File: src/hw/rtl/ptw_pkg.sv
// ptw_pkg: shared constants and helpers for the page table walker
// no dependencies; used by the interfaces, the sequencer and the top level
`default_nettype none

package ptw_pkg;

	localparam int VA_W          = 48;
	localparam int PA_W          = 52;
	localparam int FLAGS_W       = 64;
	localparam int ENTRY_W       = 64;
	localparam int PAGE_OFS_W    = 12;
	localparam int FRAME_NUM_W   = 40;
	localparam int ENTRY_IDX_W   = 9;
	localparam int ENTRIES_PER_TABLE = 512;
	localparam int LEVEL_W       = 2;
	localparam int OP_W          = 2;
	localparam int STATUS_W      = 2;
	localparam int CFG_W         = 6;
	localparam int CFG_IDX_W     = 1;

	// configuration register indexes
	localparam logic [CFG_IDX_W-1:0] CFG_ROOT_FRAME = 1'b0;
	localparam logic [CFG_IDX_W-1:0] CFG_ALLOC_BASE = 1'b1;

	localparam logic [CFG_W-1:0] ROOT_FRAME_RESET = 6'd0;
	localparam logic [CFG_W-1:0] ALLOC_BASE_RESET = 6'd1;

	// request operation codes
	localparam logic [OP_W-1:0] OP_MAP     = 2'd0;
	localparam logic [OP_W-1:0] OP_UNMAP   = 2'd1;
	localparam logic [OP_W-1:0] OP_RESOLVE = 2'd2;

	// response status codes
	localparam logic [STATUS_W-1:0] ST_OK        = 2'd0;
	localparam logic [STATUS_W-1:0] ST_NOT_MAPPED = 2'd1;
	localparam logic [STATUS_W-1:0] ST_NO_FRAMES = 2'd2;

	localparam logic [LEVEL_W-1:0] LAST_LEVEL = 2'd3;

	// entry bits
	localparam int PTE_PRESENT = 0;
	localparam int PTE_WRITE   = 1;

	// table index of a virtual address at one level of the walk
	function automatic logic [ENTRY_IDX_W-1:0] level_index(
		input logic [VA_W-1:0]    va,
		input logic [LEVEL_W-1:0] level
	);
		logic [ENTRY_IDX_W-1:0] idx;
		unique case (level)
			2'd0: idx = va[47:39];
			2'd1: idx = va[38:30];
			2'd2: idx = va[29:21];
			default: idx = va[20:12];
		endcase
		return idx;
	endfunction

endpackage

`default_nettype wire

File: src/hw/rtl/ptw_if.sv
// ptw_if: request, response and configuration channel interfaces
// depends on ptw_pkg for field widths
`default_nettype none

interface ptw_req_if;
	logic                          valid;
	logic                          ready;
	logic [ptw_pkg::OP_W-1:0]      operation;
	logic [ptw_pkg::VA_W-1:0]      virt_addr;
	logic [ptw_pkg::PA_W-1:0]      phys_addr;
	logic [ptw_pkg::FLAGS_W-1:0]   entry_flags;

	modport source (output valid, operation, virt_addr, phys_addr,
		entry_flags, input ready);
	modport sink (input valid, operation, virt_addr, phys_addr,
		entry_flags, output ready);
endinterface

interface ptw_rsp_if;
	logic                          valid;
	logic                          ready;
	logic [ptw_pkg::STATUS_W-1:0]  status;
	logic [ptw_pkg::PA_W-1:0]      translated_address;
	logic                          tlb_invalidate;

	modport source (output valid, status, translated_address, tlb_invalidate,
		input ready);
	modport sink (input valid, status, translated_address, tlb_invalidate,
		output ready);
endinterface


`default_nettype wire

File: src/hw/rtl/ptw_walk_seq.sv
// ptw_walk_seq: sequencer for clearing, walking, allocating and responding
// depends on ptw_pkg, ptw_if; drives the frame store and the modulo unit
`default_nettype none

module ptw_walk_seq #(
	parameter int TABLE_FRAMES = 64
) (
	input  wire logic                                         clk,
	input  wire logic                                         arst_n,
	ptw_req_if.sink                                           req,
	ptw_rsp_if.source                                         rsp,
	input  wire logic [ptw_pkg::CFG_W-1:0]                    root_frame,
	input  wire logic [ptw_pkg::CFG_W-1:0]                    alloc_base,
	output logic                                              mem_we,
	output logic                                              mem_re,
	output logic [$clog2(TABLE_FRAMES)+ptw_pkg::ENTRY_IDX_W-1:0] mem_addr,
	output logic [ptw_pkg::ENTRY_W-1:0]                       mem_wdata,
	input  wire logic [ptw_pkg::ENTRY_W-1:0]                  mem_rdata,
	output logic                                              mod_start,
	output logic [ptw_pkg::FRAME_NUM_W-1:0]                   mod_value,
	input  wire logic                                         mod_done,
	input  wire logic [$clog2(TABLE_FRAMES)-1:0]              mod_result
);

	localparam int FRAME_W = $clog2(TABLE_FRAMES);
	localparam int ADDR_W  = FRAME_W + ptw_pkg::ENTRY_IDX_W;
	localparam int CNT_W   = $clog2(TABLE_FRAMES + 1);
	localparam int SUM_W   = ((CNT_W > ptw_pkg::CFG_W) ? CNT_W : ptw_pkg::CFG_W) + 1;
	localparam logic [SUM_W-1:0] FRAMES_LIMIT = SUM_W'(TABLE_FRAMES);

	typedef enum logic [2:0] {
		S_CLEAR,
		S_IDLE,
		S_MOD,
		S_READ,
		S_EVAL,
		S_ZERO,
		S_LINK,
		S_RESP
	} state_t;

	state_t                                state_q;
	logic [ADDR_W-1:0]                     clr_q;
	logic [CNT_W-1:0]                      frames_q;
	logic [ptw_pkg::LEVEL_W-1:0]           level_q;
	logic [FRAME_W-1:0]                    frame_q;
	logic [FRAME_W-1:0]                    new_frame_q;
	logic [ADDR_W-1:0]                     slot_q;
	logic [ptw_pkg::OP_W-1:0]              op_q;
	logic [ptw_pkg::VA_W-1:0]              va_q;
	logic [ptw_pkg::FRAME_NUM_W-1:0]       pa_frame_q;
	logic [ptw_pkg::FLAGS_W-1:0]           flags_q;
	logic [ptw_pkg::STATUS_W-1:0]          res_status_q;
	logic [ptw_pkg::PA_W-1:0]              res_addr_q;
	logic                                  res_inv_q;
	logic                                  rsp_valid_q;
	logic [ptw_pkg::STATUS_W-1:0]          rsp_status_q;
	logic [ptw_pkg::PA_W-1:0]              rsp_addr_q;
	logic                                  rsp_inv_q;

	logic                                  accept;
	logic                                  op_valid;
	logic                                  present;
	logic                                  last_level;
	logic                                  rsp_load;
	logic [SUM_W-1:0]                      alloc_sum;
	logic [ADDR_W-1:0]                     walk_addr;
	logic [ptw_pkg::ENTRY_W-1:0]           map_entry;
	logic [ptw_pkg::ENTRY_W-1:0]           link_entry;

	assign req.ready  = (state_q == S_IDLE);
	assign accept     = req.valid && req.ready;
	assign op_valid   = (req.operation == ptw_pkg::OP_MAP) ||
		(req.operation == ptw_pkg::OP_UNMAP) || (req.operation == ptw_pkg::OP_RESOLVE);
	assign present    = mem_rdata[ptw_pkg::PTE_PRESENT];
	assign last_level = (level_q == ptw_pkg::LAST_LEVEL);
	assign rsp_load   = (state_q == S_RESP) && (!rsp_valid_q || rsp.ready);
	assign alloc_sum  = SUM_W'(alloc_base) + SUM_W'(frames_q);
	assign walk_addr  = {frame_q, ptw_pkg::level_index(va_q, level_q)};

	assign map_entry = {12'd0, pa_frame_q, 12'd0} | flags_q |
		ptw_pkg::ENTRY_W'(1 << ptw_pkg::PTE_PRESENT);
	assign link_entry = {12'd0, ptw_pkg::FRAME_NUM_W'(new_frame_q), 12'd0} |
		ptw_pkg::ENTRY_W'((1 << ptw_pkg::PTE_PRESENT) | (1 << ptw_pkg::PTE_WRITE));

	// modulo unit: root frame on accept, child pointer on a present entry
	assign mod_start = (accept && op_valid) ||
		(state_q == S_EVAL && !last_level && present);
	assign mod_value = (state_q == S_IDLE) ? ptw_pkg::FRAME_NUM_W'(root_frame) :
		mem_rdata[ptw_pkg::FRAME_NUM_W+ptw_pkg::PAGE_OFS_W-1:ptw_pkg::PAGE_OFS_W];

	always_comb begin
		mem_we    = 1'b0;
		mem_re    = 1'b0;
		mem_addr  = slot_q;
		mem_wdata = '0;
		unique case (state_q)
			S_CLEAR: begin
				mem_we   = 1'b1;
				mem_addr = clr_q;
			end
			S_READ: begin
				mem_re   = 1'b1;
				mem_addr = walk_addr;
			end
			S_EVAL: begin
				if (last_level) begin
					if (op_q == ptw_pkg::OP_MAP) begin
						mem_we    = 1'b1;
						mem_wdata = map_entry;
					end else if (op_q == ptw_pkg::OP_UNMAP && present) begin
						mem_we = 1'b1;
					end
				end
			end
			S_ZERO: begin
				mem_we   = 1'b1;
				mem_addr = {new_frame_q, clr_q[ptw_pkg::ENTRY_IDX_W-1:0]};
			end
			S_LINK: begin
				mem_we    = 1'b1;
				mem_wdata = link_entry;
			end
			default: begin
			end
		endcase
	end

	always_ff @(posedge clk or negedge arst_n) begin
		if (!arst_n) begin
			state_q     <= S_CLEAR;
			clr_q       <= '0;
			frames_q    <= '0;
			level_q     <= '0;
			rsp_valid_q <= 1'b0;
		end else begin
			if (rsp_load) begin
				rsp_valid_q <= 1'b1;
			end else if (rsp_valid_q && rsp.ready) begin
				rsp_valid_q <= 1'b0;
			end
			unique case (state_q)
				S_CLEAR: begin
					clr_q <= clr_q + 1'b1;
					if (clr_q == '1) begin
						state_q <= S_IDLE;
					end
				end
				S_IDLE: begin
					if (accept) begin
						op_q       <= req.operation;
						va_q       <= req.virt_addr;
						pa_frame_q <= req.phys_addr[ptw_pkg::PA_W-1:ptw_pkg::PAGE_OFS_W];
						flags_q    <= req.entry_flags;
						level_q    <= '0;
						res_status_q <= ptw_pkg::ST_OK;
						res_addr_q   <= '0;
						res_inv_q    <= 1'b0;
						// unused operation code: answer at once, no action
						state_q <= op_valid ? S_MOD : S_RESP;
					end
				end
				S_MOD: begin
					if (mod_done) begin
						frame_q <= mod_result;
						state_q <= S_READ;
					end
				end
				S_READ: begin
					slot_q  <= walk_addr;
					state_q <= S_EVAL;
				end
				S_EVAL: begin
					if (!last_level) begin
						if (present) begin
							level_q <= level_q + 1'b1;
							state_q <= S_MOD;
						end else if (op_q != ptw_pkg::OP_MAP) begin
							res_status_q <= ptw_pkg::ST_NOT_MAPPED;
							state_q      <= S_RESP;
						end else if (alloc_sum >= FRAMES_LIMIT) begin
							res_status_q <= ptw_pkg::ST_NO_FRAMES;
							state_q      <= S_RESP;
						end else begin
							new_frame_q <= alloc_sum[FRAME_W-1:0];
							frames_q    <= frames_q + 1'b1;
							clr_q       <= '0;
							state_q     <= S_ZERO;
						end
					end else begin
						state_q <= S_RESP;
						if (op_q == ptw_pkg::OP_MAP) begin
							res_inv_q <= 1'b1;
						end else if (!present) begin
							res_status_q <= ptw_pkg::ST_NOT_MAPPED;
						end else if (op_q == ptw_pkg::OP_UNMAP) begin
							res_inv_q <= 1'b1;
						end else begin
							res_addr_q <= {mem_rdata[ptw_pkg::PA_W-1:ptw_pkg::PAGE_OFS_W],
								va_q[ptw_pkg::PAGE_OFS_W-1:0]};
						end
					end
				end
				S_ZERO: begin
					clr_q <= clr_q + 1'b1;
					if (clr_q[ptw_pkg::ENTRY_IDX_W-1:0] == '1) begin
						state_q <= S_LINK;
					end
				end
				S_LINK: begin
					// new table already lies inside the store, no reduction needed
					frame_q <= new_frame_q;
					level_q <= level_q + 1'b1;
					state_q <= S_READ;
				end
				S_RESP: begin
					if (rsp_load) begin
						rsp_status_q <= res_status_q;
						rsp_addr_q   <= res_addr_q;
						rsp_inv_q    <= res_inv_q;
						state_q      <= S_IDLE;
					end
				end
				default: begin
					state_q <= S_IDLE;
				end
			endcase
		end
	end

	assign rsp.valid              = rsp_valid_q;
	assign rsp.status             = rsp_status_q;
	assign rsp.translated_address = rsp_addr_q;
	assign rsp.tlb_invalidate     = rsp_inv_q;

endmodule

`default_nettype wire

File: src/flat_wrapper.sv
// flat-port wrapper written by rule: the top's interface ports become plain ports
module ptw_walk_seq_flat 
#(
	parameter int TABLE_FRAMES = 64
)
  (clk, arst_n, root_frame, alloc_base, mem_we, mem_re, mem_addr, mem_wdata, mem_rdata, mod_start, mod_value, mod_done, mod_result, req_valid, req_operation, req_virt_addr, req_phys_addr, req_entry_flags, req_ready, rsp_valid, rsp_status, rsp_translated_address, rsp_tlb_invalidate, rsp_ready);
  ptw_req_if req_i ();
  ptw_rsp_if rsp_i ();
  input  wire logic clk;
  input  wire logic arst_n;
  input  wire logic [ptw_pkg::CFG_W-1:0] root_frame;
  input  wire logic [ptw_pkg::CFG_W-1:0] alloc_base;
  output logic mem_we;
  output logic mem_re;
  output logic [$clog2(TABLE_FRAMES)+ptw_pkg::ENTRY_IDX_W-1:0] mem_addr;
  output logic [ptw_pkg::ENTRY_W-1:0] mem_wdata;
  input  wire logic [ptw_pkg::ENTRY_W-1:0] mem_rdata;
  output logic mod_start;
  output logic [ptw_pkg::FRAME_NUM_W-1:0] mod_value;
  input  wire logic mod_done;
  input  wire logic [$clog2(TABLE_FRAMES)-1:0] mod_result;
  input wire logic [$bits(req_i.valid)-1:0] req_valid;
  input wire logic [$bits(req_i.operation)-1:0] req_operation;
  input wire logic [$bits(req_i.virt_addr)-1:0] req_virt_addr;
  input wire logic [$bits(req_i.phys_addr)-1:0] req_phys_addr;
  input wire logic [$bits(req_i.entry_flags)-1:0] req_entry_flags;
  output wire logic [$bits(req_i.ready)-1:0] req_ready;
  output wire logic [$bits(rsp_i.valid)-1:0] rsp_valid;
  output wire logic [$bits(rsp_i.status)-1:0] rsp_status;
  output wire logic [$bits(rsp_i.translated_address)-1:0] rsp_translated_address;
  output wire logic [$bits(rsp_i.tlb_invalidate)-1:0] rsp_tlb_invalidate;
  input wire logic [$bits(rsp_i.ready)-1:0] rsp_ready;
  assign req_i.valid = req_valid;
  assign req_i.operation = req_operation;
  assign req_i.virt_addr = req_virt_addr;
  assign req_i.phys_addr = req_phys_addr;
  assign req_i.entry_flags = req_entry_flags;
  assign req_ready = req_i.ready;
  assign rsp_valid = rsp_i.valid;
  assign rsp_status = rsp_i.status;
  assign rsp_translated_address = rsp_i.translated_address;
  assign rsp_tlb_invalidate = rsp_i.tlb_invalidate;
  assign rsp_i.ready = rsp_ready;
  ptw_walk_seq #(.TABLE_FRAMES(TABLE_FRAMES)) u_core (.clk(clk), .arst_n(arst_n), .req(req_i), .rsp(rsp_i), .root_frame(root_frame), .alloc_base(alloc_base), .mem_we(mem_we), .mem_re(mem_re), .mem_addr(mem_addr), .mem_wdata(mem_wdata), .mem_rdata(mem_rdata), .mod_start(mod_start), .mod_value(mod_value), .mod_done(mod_done), .mod_result(mod_result));
endmodule
File: config.mk
export PLATFORM = sky130hd
export DESIGN_NAME = ptw_walk_seq_flat
export DESIGN_NICKNAME = d
export VERILOG_FILES = /design/src/hw/rtl/ptw_pkg.sv /design/src/hw/rtl/ptw_if.sv /design/src/hw/rtl/ptw_walk_seq.sv /design/src/flat_wrapper.sv
export SDC_FILE = /design/constraint.sdc
export NUM_CORES = 1
export LEC_CHECK = 0
export BUFFER_PORTS_ARGS = -buffer_cell sky130_fd_sc_hd__buf_2
export CORE_MARGIN = 2
export CORE_UTILIZATION = 35
export DETAILED_ROUTE_END_ITERATION = 12
export HOLD_SLACK_MARGIN = 0.06
export MAX_ROUTING_LAYER = met4
export PLACE_DENSITY_LB_ADDON = 0.08
export SKIP_CTS_REPAIR_TIMING = 1
export SLEW_MARGIN = 20
export SYNTH_ARGS = -nofsm -noshare
export SYNTH_HDL_FRONTEND = slang
export SYNTH_SLANG_ARGS = --single-unit
File: constraint.sdc
create_clock -name clk -period 9.85 [get_ports clk]
set_clock_uncertainty 0.05 [all_clocks]
set_input_delay 1.4775 -clock clk [delete_from_list [all_inputs] [get_ports clk]]
set_output_delay 1.4775 -clock clk [all_outputs]
set_load 0.02 [all_outputs]
==> results of run 1 <==
==> state kept, by name, summed over array words and instances, names as in the netlist, 3 cells and up <==
| signal | count |
|---|---|
| u_core.flags_q | 63 |
| u_core.res_addr_q | 52 |
| u_core.rsp.translated_address | 52 |
| u_core.va_q | 48 |
| u_core.pa_frame_q | 40 |
| u_core.clr_q | 15 |
| u_core.slot_q | 15 |
| u_core.frames_q | 7 |
| u_core.frame_q | 6 |
| u_core.new_frame_q | 6 |
| u_core.state_q | 3 |
==> where the power goes <==
part	switching (W)	internal, W	total [W]
Combinational	0.000705	0.000375	0.00108
Clock	0.000516	0.000747	0.00126
Sequential	0.0000849	0.00168	0.00176
Total	0.00131	0.00280	0.00411
==> through the flow <==
step                      util, %  setup slack (ps)  instances
final                        45.9              5340       1757
after CTS                    45.8              5300       1744
after global routing         45.9              5130       1757
after detailed placement     42.6              5400       1681
after global placement       42.6              5410       1681
after floorplan                 -              1130        847
==> layout make-up <==
type,count,area [um2]
fillers,3246,19200
flip-flops and latches,318,9410
multi-input cells,472,2980
repair buffers,412,2120
clock buffers,47,1010
well taps,461,577
clock inverters,16,106
inverters,19,71.3
diodes,12,30.0
==> cell usage in the layout, fill, tap and decap left out, types with 7 or more instances in the layout <==
master,count
sky130_fd_sc_hd__clkbuf_16,39
sky130_fd_sc_hd__mux2i_1,18
sky130_fd_sc_hd__inv_1,19
sky130_fd_sc_hd__a21oi_1,14
sky130_fd_sc_hd__ha_1,13
sky130_fd_sc_hd__a22o_1,7
sky130_fd_sc_hd__dfrtp_1,28
sky130_fd_sc_hd__clkbuf_1,8
sky130_fd_sc_hd__and2_1,75
sky130_fd_sc_hd__nand4_1,14
sky130_fd_sc_hd__diode_2,12
sky130_fd_sc_hd__nand2b_1,7
sky130_fd_sc_hd__buf_4,16
sky130_fd_sc_hd__nand2_1,59
sky130_fd_sc_hd__nor2b_1,40
sky130_fd_sc_hd__xor2_1,16
sky130_fd_sc_hd__o21ai_0,19
sky130_fd_sc_hd__a222oi_1,15
sky130_fd_sc_hd__buf_2,395
sky130_fd_sc_hd__clkinv_1,7
sky130_fd_sc_hd__a21o_1,12
sky130_fd_sc_hd__edfxtp_1,290
sky130_fd_sc_hd__nand3_1,8
sky130_fd_sc_hd__nor2_1,97
==> worst max-delay path by stage <==
| stage | start | endpoint |
|---|---|---|
| global route | u_core.state_q[2] | mem_addr[4] |
| floorplan | req_valid | u_core.flags_q[10] |
| CTS | u_core.state_q[2] | mem_addr[8] |
| global placement | arst_n | u_core.flags_q[23] |
| detailed placement | arst_n | u_core.flags_q[23] |
| finish | u_core.state_q[2] | mem_addr[5] |
==> per-layer routing <==
metal | routed length, um | GRT usage (%) | vias to the layer above
met5 | 0 | - | -
met4 | 337 | 3.53 | 0
met3 | 2890 | 6.21 | 26
met2 | 14400 | 26.1 | 344
met1 | 13200 | 20.6 | 3837
li1 | - | - | 3944
==> logic make-up after synthesis <==
family	synth area share (%)
buf+inv	1.75
flops	74.8
simple gates	13.3
compound gates	5.24
mux	2.09
fa+ha+maj	1.45
xor+xnor	1.32
==> results.cfg, run 1 <==
[critical_path]
r2r_slack_ps = 6600
endpoint_of_the_worst_slack_reg_to_reg_timing_path = u_core.frames_q[1]
critPathCaptureType = primary output
critical-path-top-cell-by-count = sky130_fd_sc_hd__buf_4
worstSetupPathType = reg2out
worstSetupStartpointType = flop
worst-path-buf-inv = 3
critical_path.slowest_cell = sky130_fd_sc_hd__nor2b_1
critical_path_cell_sequence = buf_4 -> nor2b_1 -> nor3_2 -> buf_4 -> nor2_1 -> a22o_1 -> a21o_1 -> buf_2
worst-r2r-cell-count = 7
crit_path_arrival_time_ps = 2980
max_stage_delay_on_crit_path_ps = 580
worstSetupPathDepth = 8
crit_family = simple AND/OR/NAND/NOR gates
cp.required_ps = 8320
maximum_fanout_count_along_the_critical_path = 25
critical_path.reg2reg.startpoint = u_core.frames_q[0]

[floorplan]
die_y_um = 194
rows = 69
coreArea_um2 = 35500
dieWidth_um = 194
pin_count = 432
floorplan.initialDensity_pct = 35.4
full_die_area_um2 = 37400

[drt]
via_count = 8151
detail_route.wl_per_cell_um = 17.5
detail_route.vias_per_cell = 4.64
route.final.wire_length_mm = 30.8
postRouteAntennaNets = 0
route.detailed.drc = 0
firstDrtPassIters = 6
drt-initial-drc-count = 456

[global_routing]
first_global_vias = 8154
grt_remaining_overflow = 0
grt_antenna_before_repair = 12
grt.total_usage_pct = 16.6
grt_first_pass_wirelength_mm = 47.0
grt_max_degree = 65

[sta]
layout_worst_path_cycle_share_pct = 45.8
totalNegativeSetupSlack_ps = 0
post-route-min-period_ps = 4510
maxSlewViolCount = 0
slew-limit-headroom_pct = 38.5
timing_worst_slew_pin_value_ps = 919
rsz0062_at_grt = no
holdWs_ps = 362
hold_viol_final = 0
fmax_mhz = 222
timing.final.setup_violations = 0

[yosys]
synthTopCellsByCount = sky130_fd_sc_hd__edfxtp_1, sky130_fd_sc_hd__nor2_1, sky130_fd_sc_hd__and2_1
ys_top_cells_by_area = sky130_fd_sc_hd__edfxtp_1, sky130_fd_sc_hd__dfrtp_1, sky130_fd_sc_hd__and2_1, sky130_fd_sc_hd__nor2_1, sky130_fd_sc_hd__nor2b_1
syn_nets = 1114
netlist_cell_types = 52
ys_seq_area_share_pct = 74.8
netlist_area_um2 = 12600
yosysMostFrequentCell = sky130_fd_sc_hd__edfxtp_1
async_flop_share_pct = 8.81
number_of_enable_flip_flop_cells_after_synthesis = 290
postSynthRegisterBits = 318
synth_area_per_cell_um2 = 14.8
synth_top_flop_cell = sky130_fd_sc_hd__edfxtp_1
area_share_of_the_largest_cell_type_after_synthesis_pct = 69.3
yosysWarnings = 0
synth.largest_area_cell = sky130_fd_sc_hd__edfxtp_1
syn-instance-count = 847

[run_status]
run_status = finished, final reports clean

[cts]
htree_num_levels = 2
tritoncts = done
clock-sinks = 318
cts_inserted_buffers = 38
clock_tree.root_cell = sky130_fd_sc_hd__clkbuf_16
clk_latency_ps = 520
clkTransAtPathRegs_ps = 60
ctsLongestPathBuffers = 3

[power]
vdd_drop_max_mv = 0.140
power.total_w = 0.00411
power_density_nw_per_um2 = 252
leakage_nw = 6.75

[layout]
syn_to_final_growth_pct = 29.6
drive_above_1_share_pct = 37.4
finalInstanceArea_um2 = 16300
fin_nets = 1528

[min_path]
hold_path.startpoint = u_core.res_addr_q[23]
worstHoldPathType = reg2reg
whs_endpoint = u_core.rsp.translated_address[23]
min_path_cells = 0

[placed_design]
dp_hpwl_mm = 21.8
placed_cell_area_um2 = 15100
gp_congestion = 0.749
place.port_buffers = 395

[job]
max_cap_viol_count = 0
No activity file was read; power rests on OpenSTA's default activity.
==> inputs of run 2 (changes only) <==
- clock period: 9.85 -> 4.2 ns (I/O delays scaled with it)
==> results.cfg, run 2 (synthesized netlist as in run 1, its figures left out) <==
[drt]
route.detailed.drc = 0
firstDrtPassIters = 4
detail_route.wl_per_cell_um = 17.8
route.final.wire_length_mm = 31.4
via_count = 8136
drt-initial-drc-count = 423
postRouteAntennaNets = 0
detail_route.vias_per_cell = 4.61

[min_path]
worstHoldPathType = in2async

[global_routing]
grt_first_pass_wirelength_mm = 48.2
grt_remaining_overflow = 0
grt_max_degree = 75
first_global_vias = 8315
grt_antenna_before_repair = 12
grt.total_usage_pct = 17.2

[power]
power_density_nw_per_um2 = 603
leakage_nw = 6.81
vdd_drop_max_mv = 0.309
power.total_w = 0.00990

[sta]
post-route-min-period_ps = 3500
totalNegativeSetupSlack_ps = 0
rsz0062_at_grt = no
timing.final.setup_violations = 0
fmax_mhz = 286
timing_worst_slew_pin_value_ps = 790
maxSlewViolCount = 0
hold_viol_final = 0
layout_worst_path_cycle_share_pct = 83.4
slew-limit-headroom_pct = 46.8

[run_status]
run_status = finished, final reports clean

[critical_path]
crit_path_arrival_time_ps = 2820
worstSetupStartpointType = flop
r2r_slack_ps = 1120
worst_setup_path_endpoint = mem_addr[2]
critPathCaptureType = primary output
worst-r2r-cell-count = 8
cp.required_ps = 3520
worstSetupStartpoint = u_core.state_q[0]
critical_path.reg2reg.startpoint = u_core.state_q[2]
maximum_fanout_count_along_the_critical_path = 15
worstSetupPathType = reg2out
endpoint_of_the_worst_slack_reg_to_reg_timing_path = u_core.frames_q[1]

[layout]
syn_to_final_growth_pct = 30.7
largest_register = u_core.flags_q
drive_above_1_share_pct = 37.8
layout_commonest_cell = sky130_fd_sc_hd__buf_2
postLayoutCoreUtil_pct = 46.3
mostFrequentLayoutCells = sky130_fd_sc_hd__buf_2, sky130_fd_sc_hd__edfxtp_1, sky130_fd_sc_hd__nor2_1
largest_reg_flops = 63
fin_nets = 1531
final_cell_count_no_fill = 1765

[cts]
clock-sinks = 318
ctsLongestPathBuffers = 3
clk_latency_ps = 540
clock_tree.root_cell = sky130_fd_sc_hd__clkbuf_16
cts_inserted_buffers = 37
htree_num_levels = 2
tritoncts = done
clkTransAtPathRegs_ps = 60

[placed_design]
place.port_buffers = 395
dp.cells = 1686
gp_congestion = 0.766
dp_hpwl_mm = 22.0

[floorplan]
pin_count = 432
floorplan.initialDensity_pct = 35.4
coreArea_um2 = 35500
die_y_um = 194
full_die_area_um2 = 37400
rows = 69
dieWidth_um = 194

[job]
max_cap_viol_count = 0
[run 2: layout make-up]
type                       count  area [um2]
fill                        3271       19100
sequential                   318        9410
timing repair buffer         416        2160
clock inverter                16         183
antenna                       13        32.5
inverter                      19        71.3
multi-input combinational    472        2980
tap                          461         577
clock buffer                  50        1020
[run 2: layer usage]
layer	track usage, %	wire [um]
met5	-	0
met4	4.92	680
met3	6.80	2810
met2	26.2	14400
met1	21.3	13500
[run 2: critical path, stage by stage (launching register included)]
cell and delay, ps:
sky130_fd_sc_hd__dfrtp_1 630, sky130_fd_sc_hd__buf_4 290, sky130_fd_sc_hd__nor2b_1 280, sky130_fd_sc_hd__nor3_2 70, sky130_fd_sc_hd__nor2_1 520, sky130_fd_sc_hd__a22o_1 220, sky130_fd_sc_hd__a21o_1 80, sky130_fd_sc_hd__buf_2 180
[run 2: report_power, final]
part,internal (W),switching [W]
registers,0.00393,0.000241
logic,0.000893,0.00163
clock network,0.00195,0.00126
[run 2: worst min-delay path by stage]
stage	to	startpoint	cells past startpoint	slack, ps
after CTS	u_core.state_q[0]	arst_n	2	70
after global placement	u_core.rsp.translated_address[20]	u_core.res_addr_q[20]	0	350
after floorplan	u_core.clr_q[0]	arst_n	0	280
final	u_core.rsp.valid	arst_n	2	90
after detailed placement	u_core.rsp.translated_address[18]	u_core.res_addr_q[18]	0	350
after global routing	u_core.rsp.valid	arst_n	2	90
[run 2: stage by stage]
| step | hold slack [ps] | area [um2] | setup WS, ps |
|---|---|---|---|
| global placement | 351 | 15200 | 1070 |
| global route | 94.3 | 16400 | 403 |
| CTS | 68.2 | 16400 | 656 |
| detailed placement | 355 | 15200 | 1080 |
| finish | 85.4 | 16400 | 699 |
| floorplan | 284 | 12600 | 48.2 |
